**config.mk**
```make
export PLATFORM = sky130hd
export DESIGN_NAME = lz_backref_byte_decompressor_flat
export DESIGN_NICKNAME = d
export VERILOG_FILES = /design/src/hw/rtl/lzd_pkg.sv /design/src/hw/rtl/lzd_if.sv /design/src/hw/rtl/lz_backref_byte_decompressor.sv /design/src/flat_wrapper.sv
export VERILOG_INCLUDE_DIRS = /design/src /design/src/hw/rtl
export SDC_FILE = /design/constraint.sdc
export NUM_CORES = 2
export LEC_CHECK = 0
export BUFFER_PORTS_ARGS = -buffer_cell sky130_fd_sc_hd__buf_4
export CELL_PAD_IN_SITES_DETAIL_PLACEMENT = 0
export CELL_PAD_IN_SITES_GLOBAL_PLACEMENT = 2
export CORE_MARGIN = 10
export CORE_UTILIZATION = 49
export DETAILED_ROUTE_END_ITERATION = 10
export PLACE_DENSITY_LB_ADDON = 0.2
export SLEW_MARGIN = 20
export SYNTH_ARGS = -nofsm -noshare
export SYNTH_HDL_FRONTEND = slang
export SYNTH_SLANG_ARGS = --single-unit
```
**constraint.sdc**
```tcl
create_clock -name clk_i -period 11.5 [get_ports clk_i]
set_input_delay 2.3 -clock clk_i [delete_from_list [all_inputs] [get_ports clk_i]]
set_output_delay 2.3 -clock clk_i [all_outputs]
set_load 0.005 [all_outputs]
```
**src/hw/rtl/lz_backref_byte_decompressor_macros.svh**
```systemverilog
// Assertion helpers for the decompressor. Both sample on clk_i and are
// switched off while rst_ni is low.
`ifndef LZ_BACKREF_BYTE_DECOMPRESSOR_MACROS_SVH
`define LZ_BACKREF_BYTE_DECOMPRESSOR_MACROS_SVH

// The consequent must hold in the same cycle as the antecedent.
`define LZD_ASSERT_IMPLIES(lbl, ante, cons) \
  lbl: assert property (@(posedge clk_i) disable iff (!rst_ni) (ante) |-> (cons)) \
    else $error("lzd assertion failed");

// The consequent must hold in the cycle after the antecedent.
`define LZD_ASSERT_NEXT(lbl, ante, cons) \
  lbl: assert property (@(posedge clk_i) disable iff (!rst_ni) (ante) |=> (cons)) \
    else $error("lzd assertion failed");

`endif

```
**src/hw/rtl/lzd_pkg.sv**
```systemverilog
package lzd_pkg;

  localparam int unsigned HISTORY_DEPTH = 256;
  localparam int unsigned RING_AW       = $clog2(HISTORY_DEPTH);
  localparam int unsigned OUT_BYTES     = 4;
  localparam int unsigned PACK_W        = $clog2(OUT_BYTES);
  localparam int unsigned CNT_W         = PACK_W + 1;

  localparam int unsigned BYTE_W  = 8;
  localparam int unsigned RUN_W   = 7;
  localparam int unsigned LEN_W   = 9;
  localparam int unsigned APB_AW  = 3;
  localparam int unsigned APB_DW  = 32;

  // Header bits that mark a zero-filled block, and the copy flag of a token.
  localparam logic [BYTE_W-1:0] SKIP_MASK = 8'hC0;
  localparam int unsigned       COPY_BIT  = 7;

  localparam logic [LEN_W-1:0] OUT_LEN_RESET = 9'd160;
  localparam logic [LEN_W-1:0] OUT_LEN_MAX   = 9'd256;
  localparam logic [LEN_W-1:0] PROD_MAX      = 9'd511;

  // Register index, taken from paddr[2].
  localparam logic REG_OUT_LENGTH = 1'b0;

  typedef enum logic [1:0] {
    PH_HEADER   = 2'd0,
    PH_TOKEN    = 2'd1,
    PH_LITERAL  = 2'd2,
    PH_DISTANCE = 2'd3
  } phase_e;

  typedef logic [BYTE_W-1:0] byte_t;

  // Command that loads the byte engine when a request starts a run.
  typedef struct packed {
    logic              start;
    logic              copy;
    logic [LEN_W-1:0]  len;
    byte_t             lit;
    logic [RING_AW-1:0] src;
    logic              skip;
    logic              ends;
  } start_t;

endpackage

```
**src/hw/rtl/lzd_if.sv**
```systemverilog
interface lzd_in_if;
  logic               valid;
  logic               ready;
  lzd_pkg::byte_t     byte_in;

  modport source (output valid, output byte_in, input ready);
  modport sink (input valid, input byte_in, output ready);
endinterface

interface lzd_out_if;
  logic                           valid;
  logic                           ready;
  lzd_pkg::byte_t                 data0;
  lzd_pkg::byte_t                 data1;
  lzd_pkg::byte_t                 data2;
  lzd_pkg::byte_t                 data3;
  logic [lzd_pkg::CNT_W-1:0]      byte_count;
  logic                           skipped_block;
  logic                           block_end;
  logic                           last;

  modport source (output valid, output data0, output data1, output data2, output data3,
                  output byte_count, output skipped_block, output block_end, output last,
                  input ready);
  modport sink (input valid, input data0, input data1, input data2, input data3,
                input byte_count, input skipped_block, input block_end, input last,
                output ready);
endinterface

```
**src/hw/rtl/lz_backref_byte_decompressor.sv**
```systemverilog
// Byte-serial LZ77-style block decompressor.
// in_ch takes one compressed byte per request (header, token, literal or
// distance); out_ch returns results of up to four decoded bytes with
// byte_count, skipped_block, block_end and last. The APB port holds
// out_length at address 0; pready is tied high and a write takes effect at
// its access cycle. Write it only while the block is idle.
// Flow: in_ch can take a header, token or distance byte that emits nothing
// every cycle while the byte engine is idle. A byte that emits decoded bytes
// keeps in_ch stalled until the byte engine, writing them one per cycle unless
// out_ch stalls, has put the last into the 256-entry history memory; a
// back-reference first waits for the registered read of its first byte. A
// result leaves when four bytes are packed or the request's last byte is
// written: the single write port moves one byte a cycle while nothing stalls.
// Reset clears the decode state and out_length returns to 160. The history
// memory reads as zero after reset through per-entry valid bits that reset
// clears at once, so no clearing pass is needed.
// When out_ch stalls, the finished result waits in the output register and a
// new request can still be taken; the engine holds only when a further result
// is complete and the output register is still occupied.
`include "lz_backref_byte_decompressor_macros.svh"

module lz_backref_byte_decompressor (
  input  logic                           clk_i,
  input  logic                           rst_ni,
  input  logic                           psel,
  input  logic                           penable,
  input  logic                           pwrite,
  input  logic [lzd_pkg::APB_AW-1:0]     paddr,
  input  logic [lzd_pkg::APB_DW-1:0]     pwdata,
  output logic [lzd_pkg::APB_DW-1:0]     prdata,
  output logic                           pready,
  lzd_in_if.sink                         in_ch,
  lzd_out_if.source                      out_ch
);

  // ---------------------------------------------------------------------
  // Configuration register.
  // ---------------------------------------------------------------------
  logic [lzd_pkg::LEN_W-1:0] out_length_q;
  logic [lzd_pkg::LEN_W-1:0] eff_len;
  logic                      cfg_wr;

  assign pready = 1'b1;
  assign cfg_wr = psel && penable && pwrite && (paddr[2] == lzd_pkg::REG_OUT_LENGTH);

  always_ff @(posedge clk_i or negedge rst_ni) begin
    if (!rst_ni) begin
      out_length_q <= lzd_pkg::OUT_LEN_RESET;
    end else if (cfg_wr) begin
      out_length_q <= pwdata[lzd_pkg::LEN_W-1:0];
    end
  end

  always_comb begin
    if (paddr[2] == lzd_pkg::REG_OUT_LENGTH) begin
      prdata = {{(lzd_pkg::APB_DW - lzd_pkg::LEN_W){1'b0}}, out_length_q};
    end else begin
      prdata = '0;
    end
  end

  // Lengths above one history window behave as a full window.
  assign eff_len = (out_length_q > lzd_pkg::OUT_LEN_MAX) ? lzd_pkg::OUT_LEN_MAX : out_length_q;

  // ---------------------------------------------------------------------
  // Decode state.
  // ---------------------------------------------------------------------
  lzd_pkg::phase_e                 phase_q, phase_d;
  logic [lzd_pkg::RUN_W-1:0]       run_q, run_d;
  logic [lzd_pkg::LEN_W-1:0]       produced_q, produced_d;
  logic [lzd_pkg::RING_AW-1:0]     wp_q;

  // Byte engine state.
  logic                            busy_q;
  logic                            copy_q;
  logic [lzd_pkg::LEN_W-1:0]       em_rem_q;
  logic [lzd_pkg::RUN_W-1:0]       rd_rem_q;
  logic [lzd_pkg::RING_AW-1:0]     src_q;
  logic                            pend_q;
  logic                            fwd_q;
  lzd_pkg::byte_t                  fwd_data_q;
  lzd_pkg::byte_t                  lit_q;
  logic                            skip_q;
  logic                            end_q;

  // History memory and its read register.
  lzd_pkg::byte_t                  ring_mem [lzd_pkg::HISTORY_DEPTH];
  logic [lzd_pkg::HISTORY_DEPTH-1:0] ring_vld_q;
  lzd_pkg::byte_t                  rd_data_q;
  logic                            rd_vld_q;

  // Result packing and output register.
  lzd_pkg::byte_t                  pack_data_q [lzd_pkg::OUT_BYTES];
  logic [lzd_pkg::PACK_W-1:0]      pack_cnt_q;
  logic                            out_valid_q;
  lzd_pkg::byte_t                  out_data_q [lzd_pkg::OUT_BYTES];
  lzd_pkg::byte_t                  out_data_d [lzd_pkg::OUT_BYTES];
  logic [lzd_pkg::CNT_W-1:0]       out_cnt_q;
  logic                            out_skip_q;
  logic                            out_end_q;
  logic                            out_last_q;

  logic                            in_acc;
  lzd_pkg::byte_t                  in_byte;
  lzd_pkg::start_t                 cmd;

  // The engine owns the memory write port, so a new request waits for it.
  assign in_ch.ready = !busy_q;
  assign in_acc      = in_ch.valid && !busy_q;
  assign in_byte     = in_ch.byte_in;

  // Bytes added to the block count by this request, and whether the run that
  // it finishes also finishes the block.
  logic [lzd_pkg::LEN_W-1:0] add_len;
  logic [lzd_pkg::LEN_W:0]   prod_sum;
  logic [lzd_pkg::LEN_W-1:0] prod_sat;
  logic                      run_done;
  logic                      blk_done;

  assign add_len  = (phase_q == lzd_pkg::PH_LITERAL) ? lzd_pkg::LEN_W'(1)
                                                     : {2'b00, run_q};
  assign prod_sum = {1'b0, produced_q} + {1'b0, add_len};
  assign prod_sat = prod_sum[lzd_pkg::LEN_W] ? lzd_pkg::PROD_MAX
                                              : prod_sum[lzd_pkg::LEN_W-1:0];
  assign run_done = (phase_q == lzd_pkg::PH_DISTANCE) ||
                    (run_q == lzd_pkg::RUN_W'(1));
  assign blk_done = run_done && (prod_sat >= eff_len);

  // Next decode phase.
  always_comb begin
    phase_d = phase_q;
    if (in_acc) begin
      case (phase_q)
        lzd_pkg::PH_HEADER: begin
          if ((in_byte & lzd_pkg::SKIP_MASK) == '0 && eff_len != '0) begin
            phase_d = lzd_pkg::PH_TOKEN;
          end
        end
        lzd_pkg::PH_TOKEN: begin
          if (in_byte[lzd_pkg::COPY_BIT]) begin
            phase_d = lzd_pkg::PH_DISTANCE;
          end else if (in_byte[lzd_pkg::RUN_W-1:0] != '0) begin
            phase_d = lzd_pkg::PH_LITERAL;
          end
        end
        lzd_pkg::PH_LITERAL: begin
          if (run_done) begin
            phase_d = blk_done ? lzd_pkg::PH_HEADER : lzd_pkg::PH_TOKEN;
          end
        end
        lzd_pkg::PH_DISTANCE: begin
          phase_d = blk_done ? lzd_pkg::PH_HEADER : lzd_pkg::PH_TOKEN;
        end
        default: phase_d = lzd_pkg::PH_HEADER;
      endcase
    end
  end

  // Counters and the engine command for the accepted byte.
  always_comb begin
    run_d      = run_q;
    produced_d = produced_q;
    cmd        = '0;
    if (in_acc) begin
      case (phase_q)
        lzd_pkg::PH_HEADER: begin
          produced_d = '0;
          if ((in_byte & lzd_pkg::SKIP_MASK) != '0) begin
            // Skipped block: a whole block of zeros, ending the block.
            produced_d = eff_len;
            cmd.start  = (eff_len != '0);
            cmd.len    = eff_len;
            cmd.skip   = 1'b1;
            cmd.ends   = 1'b1;
          end
        end
        lzd_pkg::PH_TOKEN: begin
          run_d = in_byte[lzd_pkg::RUN_W-1:0];
        end
        lzd_pkg::PH_LITERAL: begin
          run_d      = run_q - lzd_pkg::RUN_W'(1);
          produced_d = prod_sat;
          cmd.start  = 1'b1;
          cmd.len    = lzd_pkg::LEN_W'(1);
          cmd.lit    = in_byte;
          cmd.ends   = blk_done;
        end
        lzd_pkg::PH_DISTANCE: begin
          // A zero-length copy still closes the run but emits nothing.
          run_d      = '0;
          produced_d = prod_sat;
          cmd.start  = (run_q != '0);
          cmd.copy   = 1'b1;
          cmd.len    = {2'b00, run_q};
          cmd.src    = wp_q - in_byte;
          cmd.ends   = blk_done;
        end
        default: begin
          run_d = run_q;
        end
      endcase
    end
  end

  always_ff @(posedge clk_i or negedge rst_ni) begin
    if (!rst_ni) begin
      phase_q    <= lzd_pkg::PH_HEADER;
      run_q      <= '0;
      produced_q <= '0;
    end else begin
      phase_q    <= phase_d;
      run_q      <= run_d;
      produced_q <= produced_d;
    end
  end

  // ---------------------------------------------------------------------
  // Byte engine. Literals and zero fill need no memory read. A copy issues
  // one read per byte; the read for byte i+1 overlaps the write of byte i.
  // With distance one those two hit the same entry, so the write data is
  // forwarded into the next byte.
  // ---------------------------------------------------------------------
  logic           byte_avail;
  lzd_pkg::byte_t byte_val;
  logic           last_byte;
  logic           completes;
  logic           stall;
  logic           consume;
  logic           issue;

  assign byte_avail = busy_q && (!copy_q || pend_q);
  assign byte_val   = !copy_q ? lit_q :
                      fwd_q   ? fwd_data_q :
                      rd_vld_q ? rd_data_q : '0;
  assign last_byte  = (em_rem_q == lzd_pkg::LEN_W'(1));
  assign completes  = (pack_cnt_q == lzd_pkg::PACK_W'(lzd_pkg::OUT_BYTES - 1)) || last_byte;
  assign stall      = completes && out_valid_q && !out_ch.ready;
  assign consume    = byte_avail && !stall;
  assign issue      = busy_q && copy_q && (rd_rem_q != '0) && (!pend_q || consume);

  always_ff @(posedge clk_i or negedge rst_ni) begin
    if (!rst_ni) begin
      busy_q   <= 1'b0;
      copy_q   <= 1'b0;
      em_rem_q <= '0;
      rd_rem_q <= '0;
      pend_q   <= 1'b0;
      fwd_q    <= 1'b0;
      wp_q     <= '0;
    end else if (cmd.start) begin
      busy_q   <= 1'b1;
      copy_q   <= cmd.copy;
      em_rem_q <= cmd.len;
      rd_rem_q <= cmd.copy ? cmd.len[lzd_pkg::RUN_W-1:0] : '0;
      pend_q   <= 1'b0;
      fwd_q    <= 1'b0;
    end else begin
      if (consume) begin
        em_rem_q <= em_rem_q - lzd_pkg::LEN_W'(1);
        wp_q     <= wp_q + lzd_pkg::RING_AW'(1);
        if (last_byte) begin
          busy_q <= 1'b0;
        end
      end
      if (issue) begin
        rd_rem_q <= rd_rem_q - lzd_pkg::RUN_W'(1);
        pend_q   <= 1'b1;
        fwd_q    <= consume && (wp_q == src_q);
      end else if (consume) begin
        pend_q <= 1'b0;
        fwd_q  <= 1'b0;
      end
    end
  end

  always_ff @(posedge clk_i) begin
    if (cmd.start) begin
      src_q  <= cmd.src;
      lit_q  <= cmd.lit;
      skip_q <= cmd.skip;
      end_q  <= cmd.ends;
    end else if (issue) begin
      src_q      <= src_q + lzd_pkg::RING_AW'(1);
      fwd_data_q <= byte_val;
    end
  end

  // History memory: one write and one registered read per cycle.
  always_ff @(posedge clk_i) begin
    if (consume) begin
      ring_mem[wp_q] <= byte_val;
    end
    if (issue) begin
      rd_data_q <= ring_mem[src_q];
      rd_vld_q  <= ring_vld_q[src_q];
    end
  end

  // An entry never written since reset reads as zero.
  always_ff @(posedge clk_i or negedge rst_ni) begin
    if (!rst_ni) begin
      ring_vld_q <= '0;
    end else if (consume) begin
      ring_vld_q[wp_q] <= 1'b1;
    end
  end

  // ---------------------------------------------------------------------
  // Packing into results. A result leaves when it holds four bytes or when
  // the request's last byte arrives; unused data slots are zero.
  // ---------------------------------------------------------------------
  logic [lzd_pkg::CNT_W-1:0] cnt_new;

  assign cnt_new = {1'b0, pack_cnt_q} + lzd_pkg::CNT_W'(1);

  always_comb begin
    for (int j = 0; j < lzd_pkg::OUT_BYTES; j++) begin
      if (lzd_pkg::CNT_W'(j) >= cnt_new) begin
        out_data_d[j] = '0;
      end else if (lzd_pkg::PACK_W'(j) == pack_cnt_q) begin
        out_data_d[j] = byte_val;
      end else begin
        out_data_d[j] = pack_data_q[j];
      end
    end
  end

  always_ff @(posedge clk_i or negedge rst_ni) begin
    if (!rst_ni) begin
      pack_cnt_q  <= '0;
      out_valid_q <= 1'b0;
    end else begin
      if (consume) begin
        pack_cnt_q <= completes ? '0 : pack_cnt_q + lzd_pkg::PACK_W'(1);
      end
      if (consume && completes) begin
        out_valid_q <= 1'b1;
      end else if (out_ch.ready) begin
        out_valid_q <= 1'b0;
      end
    end
  end

  always_ff @(posedge clk_i) begin
    if (consume) begin
      if (completes) begin
        out_data_q <= out_data_d;
        out_cnt_q  <= cnt_new;
        out_skip_q <= skip_q;
        out_end_q  <= end_q && last_byte;
        out_last_q <= last_byte;
      end else begin
        pack_data_q[pack_cnt_q] <= byte_val;
      end
    end
  end

  assign out_ch.valid         = out_valid_q;
  assign out_ch.data0         = out_data_q[0];
  assign out_ch.data1         = out_data_q[1];
  assign out_ch.data2         = out_data_q[2];
  assign out_ch.data3         = out_data_q[3];
  assign out_ch.byte_count    = out_cnt_q;
  assign out_ch.skipped_block = out_skip_q;
  assign out_ch.block_end     = out_end_q;
  assign out_ch.last          = out_last_q;

  // ---------------------------------------------------------------------
  // Assertions.
  // ---------------------------------------------------------------------
  // Every request flushes its partial result before the engine goes idle.
  `LZD_ASSERT_IMPLIES(a_flush_on_idle, $fell(busy_q), pack_cnt_q == '0)
  // A pending memory read only exists during a copy.
  `LZD_ASSERT_IMPLIES(a_read_in_copy, pend_q, busy_q && copy_q)
  // The end of a block is always the last result of its request.
  `LZD_ASSERT_IMPLIES(a_end_is_last, out_valid_q && out_end_q, out_last_q)
  // A literal byte always starts the engine without a memory read.
  `LZD_ASSERT_NEXT(a_literal_starts, in_acc && (phase_q == lzd_pkg::PH_LITERAL),
                   busy_q && !copy_q)

endmodule
```
**src/flat_wrapper.sv**
```systemverilog
// flat-port wrapper written by rule: the top's interface ports become plain ports
module lz_backref_byte_decompressor_flat 
  (clk_i, rst_ni, psel, penable, pwrite, paddr, pwdata, prdata, pready, in_ch_valid, in_ch_byte_in, in_ch_ready, out_ch_valid, out_ch_data0, out_ch_data1, out_ch_data2, out_ch_data3, out_ch_byte_count, out_ch_skipped_block, out_ch_block_end, out_ch_last, out_ch_ready);
  lzd_in_if in_ch_i ();
  lzd_out_if out_ch_i ();
  input  logic clk_i;
  input  logic rst_ni;
  input  logic psel;
  input  logic penable;
  input  logic pwrite;
  input  logic [lzd_pkg::APB_AW-1:0] paddr;
  input  logic [lzd_pkg::APB_DW-1:0] pwdata;
  output logic [lzd_pkg::APB_DW-1:0] prdata;
  output logic pready;
  input wire logic [$bits(in_ch_i.valid)-1:0] in_ch_valid;
  input wire logic [$bits(in_ch_i.byte_in)-1:0] in_ch_byte_in;
  output wire logic [$bits(in_ch_i.ready)-1:0] in_ch_ready;
  output wire logic [$bits(out_ch_i.valid)-1:0] out_ch_valid;
  output wire logic [$bits(out_ch_i.data0)-1:0] out_ch_data0;
  output wire logic [$bits(out_ch_i.data1)-1:0] out_ch_data1;
  output wire logic [$bits(out_ch_i.data2)-1:0] out_ch_data2;
  output wire logic [$bits(out_ch_i.data3)-1:0] out_ch_data3;
  output wire logic [$bits(out_ch_i.byte_count)-1:0] out_ch_byte_count;
  output wire logic [$bits(out_ch_i.skipped_block)-1:0] out_ch_skipped_block;
  output wire logic [$bits(out_ch_i.block_end)-1:0] out_ch_block_end;
  output wire logic [$bits(out_ch_i.last)-1:0] out_ch_last;
  input wire logic [$bits(out_ch_i.ready)-1:0] out_ch_ready;
  assign in_ch_i.valid = in_ch_valid;
  assign in_ch_i.byte_in = in_ch_byte_in;
  assign in_ch_ready = in_ch_i.ready;
  assign out_ch_valid = out_ch_i.valid;
  assign out_ch_data0 = out_ch_i.data0;
  assign out_ch_data1 = out_ch_i.data1;
  assign out_ch_data2 = out_ch_i.data2;
  assign out_ch_data3 = out_ch_i.data3;
  assign out_ch_byte_count = out_ch_i.byte_count;
  assign out_ch_skipped_block = out_ch_i.skipped_block;
  assign out_ch_block_end = out_ch_i.block_end;
  assign out_ch_last = out_ch_i.last;
  assign out_ch_i.ready = out_ch_ready;
  lz_backref_byte_decompressor u_core (.clk_i(clk_i), .rst_ni(rst_ni), .psel(psel), .penable(penable), .pwrite(pwrite), .paddr(paddr), .pwdata(pwdata), .prdata(prdata), .pready(pready), .in_ch(in_ch_i), .out_ch(out_ch_i));
endmodule
```
==> qor.json <==
{
  "period_needed": {"value": 5640, "unit": "ps"},
  "layout.nets": {"value": 5571},
  "synthesis.area_per_instance": {"value": 18.5, "unit": "µm²"},
  "first_global_vias": {"value": 52500},
  "critical_path_start_end_classification": {"value": "register to register"},
  "drt_first_iter_violations": {"value": 5615},
  "endpoint_required_time_on_the_critical_path": {"value": 12050, "unit": "ps"},
  "yosys_warnings": {"value": 0},
  "switching_power": {"value": 0.0106, "unit": "W"},
  "hold_buffers": {"value": 0},
  "finalHoldViolCount": {"value": 0},
  "io_buffer_count": {"value": 73},
  "clockRootBuffer": {"value": "sky130_fd_sc_hd__clkbuf_16"},
  "maxCapViolCount": {"value": 0},
  "final_weighted_congestion_in_routability_driven_placement": {"value": 0.801},
  "power.combinational.fraction": {"value": 33.0, "unit": "%"},
  "via_count": {"value": 52200},
  "path_category_of_the_worst_min_delay_check": {"value": "register to register"},
  "async_flop_share": {"value": 12.7, "unit": "%"},
  "post_cts.resized_instances": {"value": 0},
  "synth_seq_cells": {"value": 2467},
  "fill_cells": {"value": 15600},
  "seq_area_frac_synth": {"value": 73.3, "unit": "%"},
  "final_cell_mix": {"value": "sky130_fd_sc_hd__edfxtp_1 (2153), sky130_fd_sc_hd__mux4_2 (474), sky130_fd_sc_hd__nor2_1 (364)"},
  "outcome": {"value": "completed"},
  "fraction_of_layout_instances_using_a_drive_strength_above_1": {"value": 20.2, "unit": "%"},
  "synth.cell_area": {"value": 98900, "unit": "µm²"},
  "route.detailed.vias_per_inst": {"value": 6.28},
  "cts_setup_buffers": {"value": 0},
  "cp.arrival": {"value": 6180, "unit": "ps"},
  "postRouteWirelength": {"value": 273, "unit": "mm"},
  "grt_start_max_net_pins": {"value": 199},
  "rsz0062_at_grt": {"value": "false"},
  "crit_slowest_cell": {"value": "sky130_fd_sc_hd__buf_4"},
  "cts_tree": {"value": "built"},
  "finalClockSkew": {"value": 53.1, "unit": "ps"},
  "grt.overflow.total": {"value": 0},
  "power_frac_clock": {"value": 27.7, "unit": "%"},
  "h-tree-depth": {"value": 5},
  "power.internal": {"value": 0.0194, "unit": "W"},
  "synth_edf_count": {"value": 2153},
  "final_core_util": {"value": 55.2, "unit": "%"},
  "area_delta_synth_final": {"value": 11.7, "unit": "%"},
  "grt_pass1_wl": {"value": 391, "unit": "mm"},
  "vdd_drop_max": {"value": 0.292, "unit": "mV"},
  "startpoint_class": {"value": "register"},
  "dieArea": {"value": 220000, "unit": "µm²"},
  "critical_path_buf_inv_count": {"value": 3},
  "initial_cell_density_of_the_core": {"value": 49.4, "unit": "%"},
  "grt_antenna_before_repair": {"value": 15},
  "area_taken_by_multi_input_logic_gates": {"value": 24400, "unit": "µm²"},
  "pin_count": {"value": 123},
  "relSlewSlack": {"value": 17.0, "unit": "%"},
  "layout.area.seq": {"value": 72500, "unit": "µm²"},
  "end_kind": {"value": "register"},
  "clkSinkCount": {"value": 2467},
  "global_route.usage.total": {"value": 24.3, "unit": "%"},
  "mostFrequentLayoutCell": {"value": "sky130_fd_sc_hd__edfxtp_1"},
  "maxClockFrequency": {"value": 177, "unit": "MHz"},
  "drt-wirelength-per-cell": {"value": 32.8, "unit": "µm"},
  "synthesis.instances": {"value": 5338},
  "worst_slew_pin_slew": {"value": 1230, "unit": "ps"},
  "finalSetupViolations": {"value": 0},
  "drc": {"value": 0},
  "firstDrtPassIters": {"value": 7},
  "die_height": {"value": 469, "unit": "µm"},
  "finalCritPeriodShare": {"value": 49.0, "unit": "%"},
  "timing.setup.tns": {"value": 0, "unit": "ps"},
  "crit_path_max_incr_delay": {"value": 770, "unit": "ps"},
  "pwr-share-seq": {"value": 39.3, "unit": "%"},
  "p_leak": {"value": 36.9, "unit": "nW"},
  "worst_path_dominant_cell_family": {"value": "buffers and inverters"},
  "cp_cell_sequence": {"value": "buf_4 > buf_12 > buf_4 > mux4_2 > mux2_2 > a21oi_1 > o21ai_1 > or4_1 > o31ai_2 > o32ai_1"},
  "pwr_density_cell": {"value": 271, "unit": "nW/µm²"},
  "power_switching_share": {"value": 35.3, "unit": "%"},
  "synth_cell_types": {"value": 87},
  "row_count": {"value": 164},
  "path_max_fanout": {"value": 74},
  "clkLatencyLatePin": {"value": 920, "unit": "ps"},
  "clk_transition_reported_paths": {"value": 60, "unit": "ps"},
  "antenna_violating_nets_post_route": {"value": 0},
  "die_x": {"value": 469, "unit": "µm"},
  "synth_top_flop_cell": {"value": "sky130_fd_sc_hd__edfxtp_1"},
  "hpwl": {"value": 160, "unit": "mm"},
  "critical-path-top-cell-by-count": {"value": "sky130_fd_sc_hd__buf_4"},
  "fin_worst_hold_slack": {"value": 440, "unit": "ps"},
  "numCtsBuffers": {"value": 280},
  "timing.final.max_slew_violations": {"value": 0},
  "core_area": {"value": 200000, "unit": "µm²"},
  "number_of_buffers_on_the_longest_clock_path": {"value": 4}
}
==> per-layer routing <==
layer  GRT usage [%]  up-vias  wire length [µm]
met1            34.1    28000            112000
met5               0        -                13
met4            7.84        2              9340
met3            5.02      470             21500
met2            38.4     2057            130000
li1                -    21700                 -
==> final cells by class <==
| cell class | instances | share of cell area, % |
|---|---|---|
| sequential | 2467 | 65.6 |
| multi-input combinational | 2480 | 22.1 |
| clock buffer | 356 | 6.77 |
| tap | 2656 | 3.01 |
| timing repair buffer | 212 | 1.65 |
| clock inverter | 109 | 0.777 |
| inverter | 38 | 0.134 |
| antenna | 5 | 0.0113 |
==> Yosys cell counts, drive strengths merged (11+ instances only) <==
| master | instances | area (µm²) |
|---|---|---|
| o22ai | 48 | 300 |
| mux2 | 26 | 293 |
| nor2b | 44 | 275 |
| a2111oi | 11 | 104 |
| xnor2 | 19 | 166 |
| mux2i | 272 | 2720 |
| inv | 34 | 128 |
| ha | 40 | 500 |
| nor3 | 33 | 165 |
| o21ai | 68 | 340 |
| and3 | 18 | 113 |
| o221ai | 45 | 400 |
| buf | 231 | 1720 |
| a21oi | 128 | 644 |
| dfrtp | 312 | 7810 |
| a221o | 12 | 120 |
| o21bai | 259 | 1940 |
| edfxtp | 2153 | 64700 |
| a22oi | 99 | 743 |
| a21o | 11 | 82.6 |
| clkbuf | 152 | 571 |
| a22o | 18 | 158 |
| nand2b | 22 | 138 |
| nand2 | 145 | 544 |
| mux4 | 474 | 10700 |
| a221oi | 40 | 394 |
| nor4 | 14 | 93.8 |
| nand3 | 54 | 270 |
| nor2 | 376 | 1410 |
| xor2 | 13 | 114 |
| a31oi | 16 | 100 |
| a211oi | 22 | 170 |
==> worst register-to-register path: cells and delay by family, from the launching register on <==
family,cells,cell delay (ps)
AOI/OAI and AO/OA,4,1170
buffers and inverters,3,1960
muxes,2,890
DFF,1,550
and+or+nand+nor,1,700
==> worst paths after layout <==
path	start	end	slack [ps]	depth (start not counted)
worst max register to register	u_core.src_q[0]	u_core.rd_data_q[3]	5860	10
worst max-delay path	u_core.src_q[0]	u_core.rd_data_q[3]	5860	10
worst min register to register	u_core.skip_q	u_core.out_ch.skipped_block	440	0
min in group asynchronous	rst_ni	u_core.out_length_q[0]	1370	1
max in group asynchronous	rst_ni	u_core.ring_vld_q[191]	7980	3
worst min-delay path	u_core.skip_q	u_core.out_ch.skipped_block	440	0
==> power groups by stage <==
stage / registers, W / logic (W) / clock network (W)
2_1_floorplan: 0.0122 / 0.00582 / 0
3_3_place_gp: 0.0119 / 0.00977 / 0
5_1_grt: 0.0118 / 0.0104 / 0.00878
3_5_place_dp: 0.0119 / 0.00989 / 0
6_report: 0.0118 / 0.00987 / 0.00831
4_1_cts: 0.0118 / 0.00991 / 0.00844
==> flip-flops by register name (all words and copies together) (netlist names), 2 cells and up <==
name and flops:
u_core.out_length_q 9, u_core.rd_data_q 8, u_core.phase_q 2, u_core.pack_cnt_q 2, u_core.lit_q 8, u_core.run_q 7, u_core.rd_rem_q 7, u_core.out_ch.data1 8
u_core.out_ch.byte_count 3, u_core.out_ch.data2 8, u_core.out_ch.data3 8, u_core.ring_mem 2048, u_core.out_ch.data0 8, u_core.pack_data_q 32, u_core.produced_q 9, u_core.fwd_data_q 8
u_core.src_q 8, u_core.em_rem_q 9, u_core.ring_vld_q 256, u_core.wp_q 8
==> cell families after synthesis <==
kind of cell	count (synthesis)	share of synthesized area, %
other	2	0.00759
and+or+nand+nor	746	3.33
buffers and inverters	421	2.46
xor gates and xnor gates	32	0.283
muxes	772	13.8
AOI/OAI and AO/OA	856	6.25
adders and majority gates	42	0.546
DFF	2467	73.3
==> stage by stage <==
step / cells / cell area [µm²] / power [W] / setup WS, ps
after floorplan: 5368 / 99100 / 0.0180 / 2030
after global placement: 7850 / 102000 / 0.0217 / 5810
after detailed placement: 7850 / 102000 / 0.0218 / 5790
after CTS: 8315 / 110000 / 0.0301 / 5740
after global routing: 8323 / 111000 / 0.0310 / 5700
final: 8323 / 111000 / 0.0300 / 5860
Power figures use the tool's default switching activity.
